==> src/sv/tsd_pkg.sv <==
// package: codes, result type and crc helper for the scratchpad decoder
package tsd_pkg;

	localparam int BYTE_W = 8;
	localparam int TEMP_W = 16;
	localparam int POS_W  = 4;
	localparam int CFG_INDEX_W = 4;

	localparam logic [POS_W-1:0] FIRST_POS = 4'd0;
	localparam logic [POS_W-1:0] CRC_POS   = 4'd8;
	localparam logic [POS_W-1:0] DONE_POS  = 4'd9;

	localparam logic [CFG_INDEX_W-1:0] CFG_LOW_LIMIT  = 4'd0;
	localparam logic [CFG_INDEX_W-1:0] CFG_HIGH_LIMIT = 4'd1;

	localparam logic signed [TEMP_W-1:0] LOW_LIMIT_RESET  = -16'sd880;
	localparam logic signed [TEMP_W-1:0] HIGH_LIMIT_RESET = 16'sd1360;

	localparam logic [BYTE_W-1:0] CRC_POLY = 8'h8C;

	localparam logic [BYTE_W-1:0] FAM_9BIT  = 8'h10;
	localparam logic [BYTE_W-1:0] FAM_12BIT = 8'h28;
	localparam logic [BYTE_W-1:0] FAM_ALT   = 8'h22;

	localparam logic [BYTE_W-1:0] COUNT_PER_C = 8'h10;
	localparam logic [TEMP_W-1:0] HALF_MASK   = 16'hFFF0;
	localparam logic [TEMP_W-1:0] COUNT_BIAS  = 16'd12;

	localparam logic [BYTE_W-1:0] RES_FIELD = 8'h60;
	localparam logic [BYTE_W-1:0] RES_9BIT  = 8'h00;
	localparam logic [BYTE_W-1:0] RES_10BIT = 8'h20;
	localparam logic [BYTE_W-1:0] RES_11BIT = 8'h40;

	typedef enum logic [1:0] {
		ST_OK      = 2'd0,
		ST_BAD_CRC = 2'd1,
		ST_RANGE   = 2'd2,
		ST_FAMILY  = 2'd3
	} status_t;

	typedef struct packed {
		logic signed [TEMP_W-1:0] temp;
		status_t                  status;
	} result_t;

	// reflected crc-8, one byte, lsb first
	function automatic logic [BYTE_W-1:0] crc8_feed(input logic [BYTE_W-1:0] crc,
			input logic [BYTE_W-1:0] b);
		logic [BYTE_W-1:0] c;
		logic [BYTE_W-1:0] d;
		logic              mix;
		c = crc;
		d = b;
		for (int k = 0; k < BYTE_W; k++) begin
			mix = c[0] ^ d[0];
			c = {1'b0, c[BYTE_W-1:1]} ^ (mix ? CRC_POLY : '0);
			d = {1'b0, d[BYTE_W-1:1]};
		end
		return c;
	endfunction

endpackage

==> src/sv/tsd_if.sv <==
// interfaces: scratchpad byte stream, decoded result stream, register writes
interface tsd_item_if;
	logic       valid;
	logic       ready;
	logic       frame_start;
	logic [7:0] scratch_byte;
	logic [7:0] family_code;

	modport source (output valid, frame_start, scratch_byte, family_code, input ready);
	modport sink   (input valid, frame_start, scratch_byte, family_code, output ready);
endinterface

interface tsd_result_if;
	logic               valid;
	logic               ready;
	logic signed [15:0] temp_sixteenths;
	logic [1:0]         status;

	modport source (output valid, temp_sixteenths, status, input ready);
	modport sink   (input valid, temp_sixteenths, status, output ready);
endinterface

interface tsd_cfg_if;
	logic        valid;
	logic        ready;
	logic [3:0]  index;
	logic [15:0] data;

	modport source (output valid, index, data, input ready);
	modport sink   (input valid, index, data, output ready);
endinterface

==> src/sv/temp_scratchpad_decoder.sv <==
// top level: scratchpad byte intake, crc, held bytes and result register
//
// Usage:
//   item   - one scratchpad byte per request; frame_start marks byte 0, and
//            family_code is sampled with byte 0. Bytes 0 to 7 give no result.
//   result - one request per frame, made on byte 8: the temperature in 1/16
//            degree and a status (ok, bad crc, out of range, unknown family).
//            Bytes past 8 are dropped until the next frame_start.
//   cfg    - index 0 writes low_limit, index 1 high_limit (exclusive bounds);
//            other indexes are ignored. Always ready.
// Path: an accepted byte 8 goes from the input register through the crc/conversion
//   logic into the result register, and from there onto result.
// Throughput: one byte per cycle unless stalled; the crc step and conversion
//   each fit in the single logic stage between the input and result registers.
// Reset: clears the byte counter, crc, family and both pipeline valids; limits
//   return to -55.0 and 85.0 degrees. A byte without frame_start right after
//   reset counts as byte 0.
// Stall: while a result waits, non-result bytes keep flowing; a second result
//   holds in the input register, and only then does item ready drop.
module temp_scratchpad_decoder (
	input  logic         clk,
	input  logic         arst_n,
	tsd_item_if.sink     item,
	tsd_result_if.source result,
	tsd_cfg_if.sink      cfg
);
	import tsd_pkg::*;

	logic                     valid_s1;
	logic                     start_s1;
	logic [BYTE_W-1:0]        byte_s1;
	logic [BYTE_W-1:0]        family_s1;

	logic [POS_W-1:0]         cnt_q;
	logic [BYTE_W-1:0]        crc_q;
	logic [BYTE_W-1:0]        family_q;
	logic [BYTE_W-1:0]        held_q [8];
	logic signed [TEMP_W-1:0] low_limit_q;
	logic signed [TEMP_W-1:0] high_limit_q;

	logic                     out_valid_q;
	result_t                  out_q;

	logic [POS_W-1:0]         pos_s1;
	logic                     emit_s1;
	logic                     out_free;
	logic                     adv_s1;
	logic                     take_s1;
	result_t                  res;

	assign pos_s1   = start_s1 ? FIRST_POS : cnt_q;
	assign emit_s1  = valid_s1 && (pos_s1 == CRC_POS);
	assign out_free = !out_valid_q || result.ready;
	assign adv_s1   = !emit_s1 || out_free;
	assign take_s1  = valid_s1 && adv_s1;

	assign item.ready = !valid_s1 || adv_s1;
	assign cfg.ready  = 1'b1;

	always_ff @(posedge clk or negedge arst_n) begin
		if (!arst_n) begin
			low_limit_q  <= LOW_LIMIT_RESET;
			high_limit_q <= HIGH_LIMIT_RESET;
		end else if (cfg.valid) begin
			case (cfg.index)
				CFG_LOW_LIMIT:  low_limit_q  <= cfg.data;
				CFG_HIGH_LIMIT: high_limit_q <= cfg.data;
				default: ;
			endcase
		end
	end

	// input register
	always_ff @(posedge clk or negedge arst_n) begin
		if (!arst_n) begin
			valid_s1 <= 1'b0;
		end else if (item.ready) begin
			valid_s1 <= item.valid;
		end
	end

	always_ff @(posedge clk) begin
		if (item.ready && item.valid) begin
			start_s1  <= item.frame_start;
			byte_s1   <= item.scratch_byte;
			family_s1 <= item.family_code;
		end
	end

	// frame state
	always_ff @(posedge clk or negedge arst_n) begin
		if (!arst_n) begin
			cnt_q    <= FIRST_POS;
			crc_q    <= '0;
			family_q <= '0;
		end else if (take_s1) begin
			if (pos_s1 < CRC_POS) begin
				if (pos_s1 == FIRST_POS) begin
					crc_q    <= crc8_feed('0, byte_s1);
					family_q <= family_s1;
				end else begin
					crc_q <= crc8_feed(crc_q, byte_s1);
				end
				cnt_q <= pos_s1 + 4'd1;
			end else if (pos_s1 == CRC_POS) begin
				cnt_q <= DONE_POS;
			end
		end
	end

	always_ff @(posedge clk) begin
		if (take_s1 && (pos_s1 < CRC_POS))
			held_q[pos_s1[2:0]] <= byte_s1;
	end

	tsd_convert u_convert (
		.family     (family_q),
		.crc        (crc_q),
		.crc_byte   (byte_s1),
		.byte0      (held_q[0]),
		.byte1      (held_q[1]),
		.byte4      (held_q[4]),
		.byte6      (held_q[6]),
		.byte7      (held_q[7]),
		.low_limit  (low_limit_q),
		.high_limit (high_limit_q),
		.res        (res)
	);

	// result register
	always_ff @(posedge clk or negedge arst_n) begin
		if (!arst_n) begin
			out_valid_q <= 1'b0;
		end else if (out_free) begin
			out_valid_q <= emit_s1;
		end
	end

	always_ff @(posedge clk) begin
		if (out_free && emit_s1)
			out_q <= res;
	end

	assign result.valid           = out_valid_q;
	assign result.temp_sixteenths = out_q.temp;
	assign result.status          = out_q.status;

`ifndef SYNTH
	a_cnt_range: assert property (@(posedge clk) disable iff (!arst_n)
		cnt_q <= DONE_POS)
		else $error("byte counter past done position");

	a_result_source: assert property (@(posedge clk) disable iff (!arst_n)
		$rose(out_valid_q) |-> $past(emit_s1))
		else $error("result without a crc byte");

	a_stall_cause: assert property (@(posedge clk) disable iff (!arst_n)
		!item.ready |-> (emit_s1 && out_valid_q))
		else $error("item stalled without a pending result");

	a_zero_on_error: assert property (@(posedge clk) disable iff (!arst_n)
		(out_valid_q && (out_q.status != ST_OK)) |-> (out_q.temp == '0))
		else $error("nonzero temperature with error status");

	a_count_after_emit: assert property (@(posedge clk) disable iff (!arst_n)
		(emit_s1 && adv_s1) |=> (cnt_q == DONE_POS))
		else $error("counter not parked after result");
`endif

endmodule

==> src/sv/tsd_convert.sv <==
// reading conversion, family check, crc compare and range check
module tsd_convert (
	input  logic [tsd_pkg::BYTE_W-1:0]        family,
	input  logic [tsd_pkg::BYTE_W-1:0]        crc,
	input  logic [tsd_pkg::BYTE_W-1:0]        crc_byte,
	input  logic [tsd_pkg::BYTE_W-1:0]        byte0,
	input  logic [tsd_pkg::BYTE_W-1:0]        byte1,
	input  logic [tsd_pkg::BYTE_W-1:0]        byte4,
	input  logic [tsd_pkg::BYTE_W-1:0]        byte6,
	input  logic [tsd_pkg::BYTE_W-1:0]        byte7,
	input  logic signed [tsd_pkg::TEMP_W-1:0] low_limit,
	input  logic signed [tsd_pkg::TEMP_W-1:0] high_limit,
	output tsd_pkg::result_t                  res
);
	import tsd_pkg::*;

	logic [TEMP_W-1:0]        raw;
	logic [TEMP_W-1:0]        shifted;
	logic [TEMP_W-1:0]        reading;
	logic signed [TEMP_W-1:0] reading_s;
	logic                     known_family;
	logic [BYTE_W-1:0]        res_bits;

	assign raw          = {byte1, byte0};
	assign shifted      = {raw[TEMP_W-4:0], 3'b000};
	assign known_family = (family == FAM_9BIT) || (family == FAM_12BIT) ||
		(family == FAM_ALT);
	assign res_bits     = byte4 & RES_FIELD;

	always_comb begin
		if (family == FAM_9BIT) begin
			if (byte7 == COUNT_PER_C)
				reading = (shifted & HALF_MASK) + COUNT_BIAS - {8'h00, byte6};
			else
				reading = shifted;
		end else begin
			// undefined low bits depend on the resolution setting
			case (res_bits)
				RES_9BIT:  reading = raw & 16'hFFF8;
				RES_10BIT: reading = raw & 16'hFFFC;
				RES_11BIT: reading = raw & 16'hFFFE;
				default:   reading = raw;
			endcase
		end
	end

	assign reading_s = reading;

	always_comb begin
		res.temp = '0;
		if (!known_family) begin
			res.status = ST_FAMILY;
		end else if (crc != crc_byte) begin
			res.status = ST_BAD_CRC;
		end else if ((reading_s > low_limit) && (reading_s < high_limit)) begin
			res.status = ST_OK;
			res.temp   = reading_s;
		end else begin
			res.status = ST_RANGE;
		end
	end

endmodule

==> src/flat_wrapper.sv <==
// flat-port wrapper written by rule: the top's interface ports become plain ports
module temp_scratchpad_decoder_flat import tsd_pkg::*;
  (clk, arst_n, item_valid, item_frame_start, item_scratch_byte, item_family_code, item_ready, result_valid, result_temp_sixteenths, result_status, result_ready, cfg_valid, cfg_index, cfg_data, cfg_ready);
  tsd_item_if item_i ();
  tsd_result_if result_i ();
  tsd_cfg_if cfg_i ();
  input  logic clk;
  input  logic arst_n;
  input wire logic [$bits(item_i.valid)-1:0] item_valid;
  input wire logic [$bits(item_i.frame_start)-1:0] item_frame_start;
  input wire logic [$bits(item_i.scratch_byte)-1:0] item_scratch_byte;
  input wire logic [$bits(item_i.family_code)-1:0] item_family_code;
  output wire logic [$bits(item_i.ready)-1:0] item_ready;
  output wire logic [$bits(result_i.valid)-1:0] result_valid;
  output wire logic [$bits(result_i.temp_sixteenths)-1:0] result_temp_sixteenths;
  output wire logic [$bits(result_i.status)-1:0] result_status;
  input wire logic [$bits(result_i.ready)-1:0] result_ready;
  input wire logic [$bits(cfg_i.valid)-1:0] cfg_valid;
  input wire logic [$bits(cfg_i.index)-1:0] cfg_index;
  input wire logic [$bits(cfg_i.data)-1:0] cfg_data;
  output wire logic [$bits(cfg_i.ready)-1:0] cfg_ready;
  assign item_i.valid = item_valid;
  assign item_i.frame_start = item_frame_start;
  assign item_i.scratch_byte = item_scratch_byte;
  assign item_i.family_code = item_family_code;
  assign item_ready = item_i.ready;
  assign result_valid = result_i.valid;
  assign result_temp_sixteenths = result_i.temp_sixteenths;
  assign result_status = result_i.status;
  assign result_i.ready = result_ready;
  assign cfg_i.valid = cfg_valid;
  assign cfg_i.index = cfg_index;
  assign cfg_i.data = cfg_data;
  assign cfg_ready = cfg_i.ready;
  temp_scratchpad_decoder u_core (.clk(clk), .arst_n(arst_n), .item(item_i), .result(result_i), .cfg(cfg_i));
endmodule
==> config.mk <==
export PLATFORM = sky130hd
export DESIGN_NAME = temp_scratchpad_decoder_flat
export DESIGN_NICKNAME = d
export VERILOG_FILES = /design/src/sv/tsd_pkg.sv /design/src/sv/tsd_if.sv /design/src/sv/temp_scratchpad_decoder.sv /design/src/sv/tsd_convert.sv /design/src/flat_wrapper.sv
export SDC_FILE = /design/constraint.sdc
export NUM_CORES = 1
export LEC_CHECK = 0
export ABC_AREA = 0
export BUFFER_PORTS_ARGS = -buffer_cell sky130_fd_sc_hd__buf_4
export CORE_ASPECT_RATIO = 1.75
export CORE_MARGIN = 8
export CORE_UTILIZATION = 30
export DETAILED_ROUTE_END_ITERATION = 10
export GPL_TIMING_DRIVEN = 0
export PLACE_DENSITY = 0.53
export SLEW_MARGIN = 20
export SYNTH_ARGS = -nofsm -noshare
export SYNTH_HDL_FRONTEND = slang
export SYNTH_SLANG_ARGS = --single-unit
==> constraint.sdc <==
create_clock -name clk -period 9 [get_ports clk]
set_clock_uncertainty 0.1 [all_clocks]
set_input_delay 0.9 -clock clk [delete_from_list [all_inputs] [get_ports clk]]
set_output_delay 0.9 -clock clk [all_outputs]
set_load 0.01 [all_outputs]
Word level (Yosys, flattened, before mapping) --
Memories as Yosys holds them, arrays and structs flattened. Index checks and enable logic that the tools add are counted.
Word-level totals: memories 1, bits of input ports 42, flip-flop bits (word level) 89, memory bits (writable) 64
Operators by class: mux-type cells 27, $add $sub $neg 3, order comparisons 3, eq/ne operators 9, bitwise operators 32, reductions and logical operators 25
Memory list:
- u_core.held_q | depth 8, bits a word 8, read ports 5, clocked after memory_dff 0, wr ports 1, RTL line temp_scratchpad_decoder.sv:37 | logic [BYTE_W-1:0] held_q [8];
Operators with widths (count):
- $mux 8 | 17
- $xor 7x8->8 | 15
- $mux 16 | 2
- $add 16x4->16 const B | 1
- $eq 8x5->1 const B | 2
- $eq 8x6->1 const B | 2
- $gt 16x16->1 | 1
- $lt 16x16->1 | 1
- $sub 16x8->16 | 1
- $xor 1x1->1 | 15
- $mux 4 | 3
- $pmux 3 s3 | 1
- $logic_not 4->1 | 2
- $logic_not 8->1 | 1
- $ne 8x8->1 | 1
- $reduce_and 2->1 | 4
- $logic_and 1x1->1 | 6
- $logic_or 1x1->1 | 5
- $add 4x1->4 const B | 1
- $eq 4x1->1 const B | 1
- $eq 4x4->1 const B | 1
- $lt 4x4->1 const B | 1
- $mux 2 | 2
- $logic_not 1->1 | 3
- other kinds (8) | 10

Longest topological paths before layout --
Gate-level depths: netlist of the first run.
depth in word-level cells 25, depth in mapped cells 17, gate-level depth less buffers 16

By module --
From an unflattened synthesis of the first run, not the netlist that was laid out.
Second synthesis, totals: cells, all modules 559, area total of the unflattened synthesis 6802.8 sq um
Modules (own cells, without submodules):
- temp_scratchpad_decoder | cells an instance 295, area an instance 4921.0 sq um, sequential area each 3618.5 sq um, times used 1
- tsd_convert | cells an instance 264, area an instance 1881.8 sq um, sequential area each 0.0 sq um, times used 1

Least setup slack after synthesis of the first run --
No wires, ideal clock.
path type reg2reg, start point memory u_core.held_q[0][1], end point register u_core.out_q, in the netlist u_core.result.temp_sixteenths[10], data pin, buffers on the path 1, library setup time 135 ps, cell stages (with the launch flop) 16, arrival 4023 ps, setup slack 4741 ps, cell sequence edfxtp_1 ha_1 nand2_1 a2111oi_0 nor3_1 xnor2_1 o21ai_0 ha_1 a211oi_1 o21ai_0 a221oi_1 o211ai_2 a21boi_0 o2111ai_4 buf_6 nor2b_2
RTL lines:
- from (decl) | RTL line temp_scratchpad_decoder.sv:37
- to (signal assigned) | RTL line temp_scratchpad_decoder.sv:141 | out_q <= res;
- to (decl) | RTL line temp_scratchpad_decoder.sv:42 | result_t out_q;

==> results of run 1 <==
## stage by stage
step	cell area, um2	util, %	hold slack (ps)	std cells	worst slack (ps)
final	7894	37.18	375.3	912	3663
after global routing	7894	37.18	394.7	912	3409
after detailed placement	7257	34.18	365.1	880	3405
after global placement	7196	33.89	360.6	877	3270
after floorplan	6419	-	355.5	561	4741
after CTS	7889	37.16	379.0	912	3401
## power by group through the flow
stage	Clock (uW)	Sequential (uW)	Combinational, uW
3_5_place_dp	0	783	537
6_report	728	774	540
4_1_cts	749	774	542
3_3_place_gp	0	779	519
5_1_grt	766	785	608
2_1_floorplan	0	758	414
## critical path, delay by kind of cell, from the launching register on
family                   cells  cell delay (ps)
buffers and inverters        1              240
AND/OR/NAND/NOR              3              420
AO/OA/AOI/OAI                8             3050
flip-flops                   1              430
XOR/XNOR                     1              160
adder cells (fa/ha/maj)      2              760
## layer usage
layer	wire length (um)	track usage [%]
met5	0	0
met4	594	7.384
met3	458	2.516
met2	9821	26.19
met1	5359	10.30
## cells by family after synthesis
logic type / share of synthesized area [%]
AOI/OAI and AO/OA: 10.29
xor gates and xnor gates: 6.959
adders and majority gates: 7.407
buffers and inverters: 3.684
DFF: 53.57
muxes: 5.049
other: 0.05842
and+or+nand+nor: 12.98
## cells in the final DEF, fill, tap and decap left out, types with 3 or more instances in the layout
| master | n |
|---|---|
| sky130_fd_sc_hd__edfxtp_1 | 69 |
| sky130_fd_sc_hd__buf_4 | 63 |
| sky130_fd_sc_hd__nand2_1 | 54 |
| sky130_fd_sc_hd__o21ai_0 | 48 |
| sky130_fd_sc_hd__inv_1 | 42 |
| sky130_fd_sc_hd__dfrtp_1 | 42 |
| sky130_fd_sc_hd__ha_1 | 38 |
| sky130_fd_sc_hd__xnor2_1 | 32 |
| sky130_fd_sc_hd__mux2_2 | 27 |
| sky130_fd_sc_hd__nor2_1 | 21 |
| sky130_fd_sc_hd__a21oi_1 | 19 |
| sky130_fd_sc_hd__xor2_1 | 19 |
| sky130_fd_sc_hd__clkbuf_16 | 17 |
| sky130_fd_sc_hd__clkbuf_1 | 13 |
| sky130_fd_sc_hd__dfstp_2 | 12 |
| sky130_fd_sc_hd__nor2b_2 | 11 |
| sky130_fd_sc_hd__nand2b_1 | 9 |
| sky130_fd_sc_hd__nor4_1 | 8 |
| sky130_fd_sc_hd__nor3_1 | 7 |
| sky130_fd_sc_hd__nor2b_1 | 7 |
| sky130_fd_sc_hd__a211oi_1 | 6 |
| sky130_fd_sc_hd__nand3_1 | 6 |
| sky130_fd_sc_hd__or2_2 | 5 |
| sky130_fd_sc_hd__nand4_1 | 5 |
| sky130_fd_sc_hd__o211ai_1 | 4 |
| sky130_fd_sc_hd__nand3b_1 | 4 |
| sky130_fd_sc_hd__o21a_1 | 4 |
| sky130_fd_sc_hd__bufinv_16 | 4 |
| sky130_fd_sc_hd__nor4_2 | 3 |
| sky130_fd_sc_hd__o31ai_1 | 3 |
| sky130_fd_sc_hd__inv_6 | 3 |
## sequential cells by signal (all words and copies together) (netlist names)
register / flops
u_core.held_q: 34
u_core.high_limit_q: 16
u_core.low_limit_q: 16
u_core.result.temp_sixteenths: 16
u_core.byte_s1: 8
u_core.crc_q: 8
u_core.family_q: 8
u_core.family_s1: 8
u_core.cnt_q: 4
u_core.result.status: 2
u_core.result.valid: 1
u_core.start_s1: 1
u_core.valid_s1: 1
## layout make-up
| type | instances | area, um2 | share of cell area [%] |
|---|---|---|---|
| timing repair buffer | 64 | 495.5 | 6.277 |
| inverter | 42 | 157.7 | 1.997 |
| clock inverter | 14 | 192.7 | 2.441 |
| multi-input combinational | 380 | 2773 | 35.12 |
| buffer | 16 | 78.83 | 0.9986 |
| clock buffer | 18 | 439.2 | 5.563 |
| sequential | 123 | 3438 | 43.56 |
| tap | 255 | 319.1 | 4.042 |
## final timing paths
kind | start | depth (start not counted) | slack [ps] | endpoint
worst max-delay path | u_core.held_q[0][1]$_DFFE_PP_ | 15 | 3660 | u_core.result.temp_sixteenths[11]$_SDFFCE_PP0P_
worst min-delay path | u_core.family_s1[3]$_DFFE_PP_ | 1 | 380 | u_core.family_q[3]$_DFFE_PN0P_
worst max register to register | u_core.held_q[0][1]$_DFFE_PP_ | 15 | 3660 | u_core.result.temp_sixteenths[11]$_SDFFCE_PP0P_
worst min register to register | u_core.family_s1[3]$_DFFE_PP_ | 1 | 380 | u_core.family_q[3]$_DFFE_PN0P_
max in group asynchronous | arst_n | 1 | 7820 | u_core.cnt_q[0]$_DFFE_PN0P_
min in group asynchronous | arst_n | 1 | 440 | u_core.high_limit_q[13]$_DFFE_PN0P_
==> flow_metrics.env, run 1 <==
export IMPL_power_switching_uw=624.9
export IMPL_num_fill_cells=2023
export IMPL_clk_path_buf_depth=2
export IMPL_die_span_in_x_um=126.6
export IMPL_synth_seq_area_share_pct=53.57
export IMPL_fraction_of_final_layout_cells_sized_beyond_drive_strength_1_pct=24.81
export IMPL_synth_most_common_cell="sky130_fd_sc_hd__edfxtp_1"
export IMPL_signed_area_change_from_the_synthesized_netlist_to_the_final_layout_pct=22.98
export IMPL_run_status="finished, final reports clean"
export IMPL_overall_routing_resource_usage_pct=12.61
export IMPL_report_final_slew_viol_count=0
export IMPL_timing_final_setup_violations=0
export IMPL_h_tree_lvl_count=4
export IMPL_post_cts_resized=0
export IMPL_pwr_share_seq_pct=37.9
export IMPL_dp_hpwl_mm=12.54
export IMPL_synth_edf_count=69
export IMPL_first_iter_violations=255
export IMPL_power_internal_uw=1418
export IMPL_fp_dieH_um=209.5
export IMPL_wirelength_mm=16.23
export IMPL_hold_crit_class="reg -> reg"
export IMPL_netlist_instances=561
export IMPL_gp_weighted_congestion=0.8376
export IMPL_timing_setup_tns_ps=0
export IMPL_placementRows=71
export IMPL_postSynthAreaPerCell_um2=11.44
export IMPL_critPathLaunchType="flip-flop"
export IMPL_coreArea_um2=21230
export IMPL_post_synth_instance_area_um2=6419
export IMPL_globalRoute_totalOverflow=0
export IMPL_grt_pass1_vias=4990
export IMPL_clock_edge_transition_at_the_registers_on_the_reported_setup_and_hold_paths_ps=60
export IMPL_synth_seq_cells=123
export IMPL_cp_data_required_time_ps=9170
export IMPL_num_antenna_cells=0
export IMPL_synth_largest_area_cell="sky130_fd_sc_hd__edfxtp_1"
export IMPL_yosysWarnings=0
export IMPL_die_area_um2=26520
export IMPL_viasPerCell=4.964
export IMPL_grt_max_degree=55
export IMPL_async_reset_ff_share_pct=43.90
export IMPL_final_min_period_over_clock_period_pct=59.30
export IMPL_max_cap_viol_count=0
export IMPL_power_density_of_the_placed_cells_nw_per_um2=258.7
export IMPL_grt_first_pass_wirelength_mm=25.55
export IMPL_clock_power_share_pct=35.6
export IMPL_p_comb_share_pct=26.4
export IMPL_clock_net_sink_count=123
export IMPL_num_nets_final=724
export IMPL_postCtsSetupBuffers=0
export IMPL_synth_common_cells="sky130_fd_sc_hd__edfxtp_1, sky130_fd_sc_hd__nand2_1, sky130_fd_sc_hd__o21ai_0, sky130_fd_sc_hd__dfrtp_1, sky130_fd_sc_hd__inv_1"
export IMPL_power_leakage_uw=0.003194
export IMPL_maximum_net_fanout_on_the_critical_path=10
export IMPL_maximum_operating_frequency_mhz=187.4
export IMPL_worst_setup_path_type="reg -> reg"
export IMPL_drcViolationCount=0
export IMPL_synth_flop_cell="sky130_fd_sc_hd__edfxtp_1"
export IMPL_timing_critical_path_slowest_stage_cell="sky130_fd_sc_hd__a2111oi_2"
export IMPL_total_power_consumption_of_the_routed_design_uw=2042
export IMPL_syn_nets=641
export IMPL_worst_skew_pair_late_latency_ps=420
export IMPL_power_ir_vdd_worst_mv=0.1370
export IMPL_worstPathArrival_ps=5510
export IMPL_netSwitchingFraction_pct=30.59
export IMPL_critical_path_max_stage_delay_ps=640
export IMPL_post_synth_top_area_fraction_pct=32.28
export IMPL_drt_antenna_net_count=0
export IMPL_total_iterations_of_the_first_detailed_routing_run=4
export IMPL_hold_buffers=0
export IMPL_root_buf_cell="sky130_fd_sc_hd__clkbuf_16"
export IMPL_wl_per_cell_um=17.80
export IMPL_numCtsBuffers=17
export IMPL_cp_cell_sequence="ha_1, nand2_1, a2111oi_2, nor3_1, xnor2_1, o21ai_0, ha_1, a211oi_1, o21ai_0, a221oi_1, o211ai_2, a21boi_0, o2111ai_4, buf_6, nor2b_2"
export IMPL_synth_distinct_cells=56
export IMPL_buffer_ports_inserted=61
export IMPL_rsz0062_at_grt="no"
export IMPL_timing_critical_path_to_type="flip-flop"
export IMPL_timing_worst_slew_pin_value_ps=1057
export IMPL_vias=4527
export IMPL_floorplan_initialDensity_pct=30.23
export IMPL_tritoncts_clock_tree="built"
export IMPL_timing_max_slew_rel_slack_pct=28.88
export IMPL_netlist_top_cells_area="sky130_fd_sc_hd__edfxtp_1, sky130_fd_sc_hd__dfrtp_1, sky130_fd_sc_hd__ha_1"
export IMPL_antenna_found_initial=0
export IMPL_finalHoldViolations=0
export IMPL_i_o_pins=63
export IMPL_period_needed_ps=5337
Note: power is estimated with default switching activity, not from simulation.
==> run 2, diff against run 1 <==
- ABC_AREA: 0 -> 1
- PLACE_DENSITY: 0.53 -> 0.55
- clock period: 9 -> 4.65 ns (I/O delays scaled with it)
==> run 2 against run 1 <==
- maximum frequency up 26%
- sequential share of layout area rose by 0.076 points
- area after synthesis is 0.90% higher
- highest routed layer unchanged
==> flow_metrics.env, run 2 <==
export IMPL_power_switching_uw=1060
export IMPL_worst_r2r_path_depth=24
export IMPL_yosysWarnings=0
export IMPL_final_cell_area_um2=7880
export IMPL_worst_setup_path_type="reg -> reg"
export IMPL_r2r_start="u_core.held_q[0][2]$_DFFE_PP_"
export IMPL_post_cts_resized=0
export IMPL_timing_worst_slew_pin_value_ps=812.8
export IMPL_buffer_ports_inserted=61
export IMPL_synth_most_common_cell="sky130_fd_sc_hd__inv_1"
export IMPL_drcViolationCount=0
export IMPL_wl_per_cell_um=14.83
export IMPL_grt_first_pass_wirelength_mm=24.38
export IMPL_netSwitchingFraction_pct=30.37
export IMPL_critical_path_endpoint="u_core.result.temp_sixteenths[11]$_SDFFCE_PP0P_"
export IMPL_pwr_share_seq_pct=40.5
export IMPL_postSynthAreaPerCell_um2=9.510
export IMPL_synth_distinct_cells=42
export IMPL_post_synth_instance_area_um2=6476
export IMPL_h_tree_lvl_count=4
export IMPL_coreArea_um2=21320
export IMPL_clock_net_sink_count=123
export IMPL_p_comb_share_pct=22.7
export IMPL_synth_seq_area_share_pct=53.09
export IMPL_floorplan_initialDensity_pct=30.38
export IMPL_final_core_occ_pct=36.96
export IMPL_timing_critical_path_to_type="flip-flop"
export IMPL_netlist_top_cells_area="sky130_fd_sc_hd__edfxtp_1, sky130_fd_sc_hd__dfrtp_1, sky130_fd_sc_hd__ha_1"
export IMPL_period_needed_ps=4233
export IMPL_power_leakage_uw=0.003460
export IMPL_hold_crit_class="in -> async"
export IMPL_total_iterations_of_the_first_detailed_routing_run=5
export IMPL_numCtsBuffers=17
export IMPL_timing_setup_tns_ps=0
export IMPL_synth_seq_cells=123
export IMPL_cp_data_required_time_ps=4820
export IMPL_num_antenna_cells=0
export IMPL_synth_common_cells="sky130_fd_sc_hd__inv_1, sky130_fd_sc_hd__nand2_1, sky130_fd_sc_hd__edfxtp_1, sky130_fd_sc_hd__o21ai_0, sky130_fd_sc_hd__nor2_1"
export IMPL_postCtsSetupBuffers=0
export IMPL_gp_weighted_congestion=0.8492
export IMPL_drt_antenna_net_count=0
export IMPL_fp_dieH_um=210.4
export IMPL_i_o_pins=63
export IMPL_worstSetupStartpoint="u_core.held_q[0][2]$_DFFE_PP_"
export IMPL_vias=4719
export IMPL_antenna_found_initial=0
export IMPL_standard_cell_area_after_detailed_placement_um2=7284
export IMPL_netlist_instances=681
export IMPL_layout_cells_most_common="sky130_fd_sc_hd__inv_1"
export IMPL_first_iter_violations=181
export IMPL_grt_max_degree=55
export IMPL_most_common_layout_cells="sky130_fd_sc_hd__inv_1, sky130_fd_sc_hd__nand2_1, sky130_fd_sc_hd__edfxtp_1, sky130_fd_sc_hd__buf_4, sky130_fd_sc_hd__o21ai_0"
export IMPL_num_nets_final=843
export IMPL_die_span_in_x_um=127.1
export IMPL_post_synth_top_area_fraction_pct=31.99
export IMPL_synth_edf_count=69
export IMPL_wirelength_mm=15.27
export IMPL_placementRows=71
export IMPL_ff2ff_setup_slack_ps=420
export IMPL_maximum_operating_frequency_mhz=236.2
export IMPL_clock_edge_transition_at_the_registers_on_the_reported_setup_and_hold_paths_ps=60
export IMPL_async_reset_ff_share_pct=43.90
export IMPL_run_status="finished, final reports clean"
export IMPL_dp_hpwl_mm=11.83
export IMPL_globalRoute_totalOverflow=0
export IMPL_final_min_period_over_clock_period_pct=91.04
export IMPL_synth_largest_area_cell="sky130_fd_sc_hd__edfxtp_1"
export IMPL_finalHoldViolations=0
export IMPL_syn_nets=761
export IMPL_worstPathArrival_ps=4400
export IMPL_grt_pass1_vias=4903
export IMPL_clock_power_share_pct=36.7
export IMPL_signed_area_change_from_the_synthesized_netlist_to_the_final_layout_pct=21.68
export IMPL_power_density_of_the_placed_cells_nw_per_um2=442.7
export IMPL_report_final_slew_viol_count=0
export IMPL_timing_final_setup_violations=0
export IMPL_die_area_um2=26730
export IMPL_max_ffs_per_register=34
export IMPL_power_internal_uw=2429
export IMPL_hold_buffers=0
export IMPL_r2r_end="u_core.result.temp_sixteenths[11]$_SDFFCE_PP0P_"
export IMPL_viasPerCell=4.582
export IMPL_clk_path_buf_depth=2
export IMPL_synth_flop_cell="sky130_fd_sc_hd__edfxtp_1"
export IMPL_worst_skew_pair_late_latency_ps=420
export IMPL_critPathLaunchType="flip-flop"
export IMPL_tritoncts_clock_tree="built"
export IMPL_maximum_net_fanout_on_the_critical_path=10
export IMPL_power_ir_vdd_worst_mv=0.2006
export IMPL_root_buf_cell="sky130_fd_sc_hd__clkbuf_16"
export IMPL_timing_max_slew_rel_slack_pct=45.75
export IMPL_fraction_of_final_layout_cells_sized_beyond_drive_strength_1_pct=19.10
export IMPL_rsz0062_at_grt="no"
export IMPL_overall_routing_resource_usage_pct=11.90
export IMPL_hold_slack_ps=4.182
export IMPL_max_cap_viol_count=0
==> run 2: cell types whose count changed in the layout (fill, tap and decap cells not counted), moves of 11 or more <==
| cell | delta |
|---|---|
| sky130_fd_sc_hd__o21ai_0 | +11 |
| sky130_fd_sc_hd__nor2b_2 | -11 |
| sky130_fd_sc_hd__nand2_1 | +57 |
| sky130_fd_sc_hd__inv_1 | +78 |
| sky130_fd_sc_hd__nor2_2 | +15 |
| sky130_fd_sc_hd__nand3_1 | +11 |
| sky130_fd_sc_hd__nor2_1 | +33 |
| sky130_fd_sc_hd__mux2_2 | -21 |
| sky130_fd_sc_hd__a21oi_1 | +13 |
==> run 2: cell type report <==
cell class | instances | area (um2)
clock inverter | 14 | 148.9
inverter | 120 | 450.4
tap | 255 | 319.1
buffer | 11 | 52.55
timing repair buffer | 63 | 478.0
sequential | 123 | 3438
clock buffer | 17 | 425.4
fill | 2159 | 13440
multi-input combinational | 427 | 2567
==> run 2: cell families after synthesis <==
family,Yosys count,share of synthesized area (%)
compound gates,112,9.312
simple gates,236,16.67
mux,6,1.043
flops,123,53.09
xor+xnor,34,4.714
fa+ha+maj,38,7.342
other cells,1,0.05790
buf+inv,131,7.767
==> run 2: worst min-delay path by stage <==
stage | slack, ps | endpoint | depth (start not counted)
after floorplan | 70 | u_core.cnt_q[0]$_DFFE_PN0P_ | 0
after global placement | 360 | u_core.family_q[7]$_DFFE_PN0P_ | 1
after detailed placement | 370 | u_core.family_q[1]$_DFFE_PN0P_ | 1
after CTS | 40 | u_core.valid_s1$_DFFE_PN0N_ | 1
after global routing | 80 | u_core.cnt_q[3]$_DFFE_PN0P_ | 1
final | 4 | u_core.family_q[0]$_DFFE_PN0P_ | 1
==> run 2: metrics by stage <==
| step | instances | setup WS (ps) | total power [uW] |
|---|---|---|---|
| 4_1_cts | 1030 | 188.0 | 3524 |
| 6_report | 1030 | 416.6 | 3489 |
| 3_5_place_dp | 999 | 198.6 | 2225 |
| 3_3_place_gp | 997 | 246.5 | 2212 |
| 5_1_grt | 1030 | 66.19 | 3696 |
| 2_1_floorplan | 681 | 1099 | 2019 |
==> run 2: routing by layer <==
layer  share of wire (%)  vias to the layer above  track usage, %
li1                    -                     2394               -
met1                  37                     2236           11.07
met2                  58                       67           23.43
met3                 2.3                       22           2.303
met4                 3.1                        0           6.515
met5                   0                        -               0
==> run 2: critical path: stages, from the launching register on <==
cell and delay, ps:
sky130_fd_sc_hd__edfxtp_1 420, sky130_fd_sc_hd__ha_1 340, sky130_fd_sc_hd__a21oi_1 140, sky130_fd_sc_hd__o21ai_1 120
sky130_fd_sc_hd__nand2_1 70, sky130_fd_sc_hd__inv_1 50, sky130_fd_sc_hd__nor2_1 110, sky130_fd_sc_hd__nor2_1 50
sky130_fd_sc_hd__or2_2 300, sky130_fd_sc_hd__nor3_2 180, sky130_fd_sc_hd__nand2_1 80, sky130_fd_sc_hd__nand2_1 60
sky130_fd_sc_hd__nand3_1 60, sky130_fd_sc_hd__o21ai_1 180, sky130_fd_sc_hd__inv_1 110, sky130_fd_sc_hd__ha_1 310
sky130_fd_sc_hd__nand4_1 180, sky130_fd_sc_hd__nor3_2 220, sky130_fd_sc_hd__nand2_1 110, sky130_fd_sc_hd__nand2_1 80
sky130_fd_sc_hd__o21ai_0 70, sky130_fd_sc_hd__nor2_1 220, sky130_fd_sc_hd__nand4_4 210, sky130_fd_sc_hd__buf_6 220
sky130_fd_sc_hd__nor2_2 100
==> run 2: power by group through the flow <==
stage                     clock, uW  sequential [uW]  combinational, uW
after detailed placement          0             1430                793
after CTS                      1310             1410                798
final                          1280             1410                794
after floorplan                   0             1400                615
after global placement            0             1430                781
after global routing           1350             1430                912
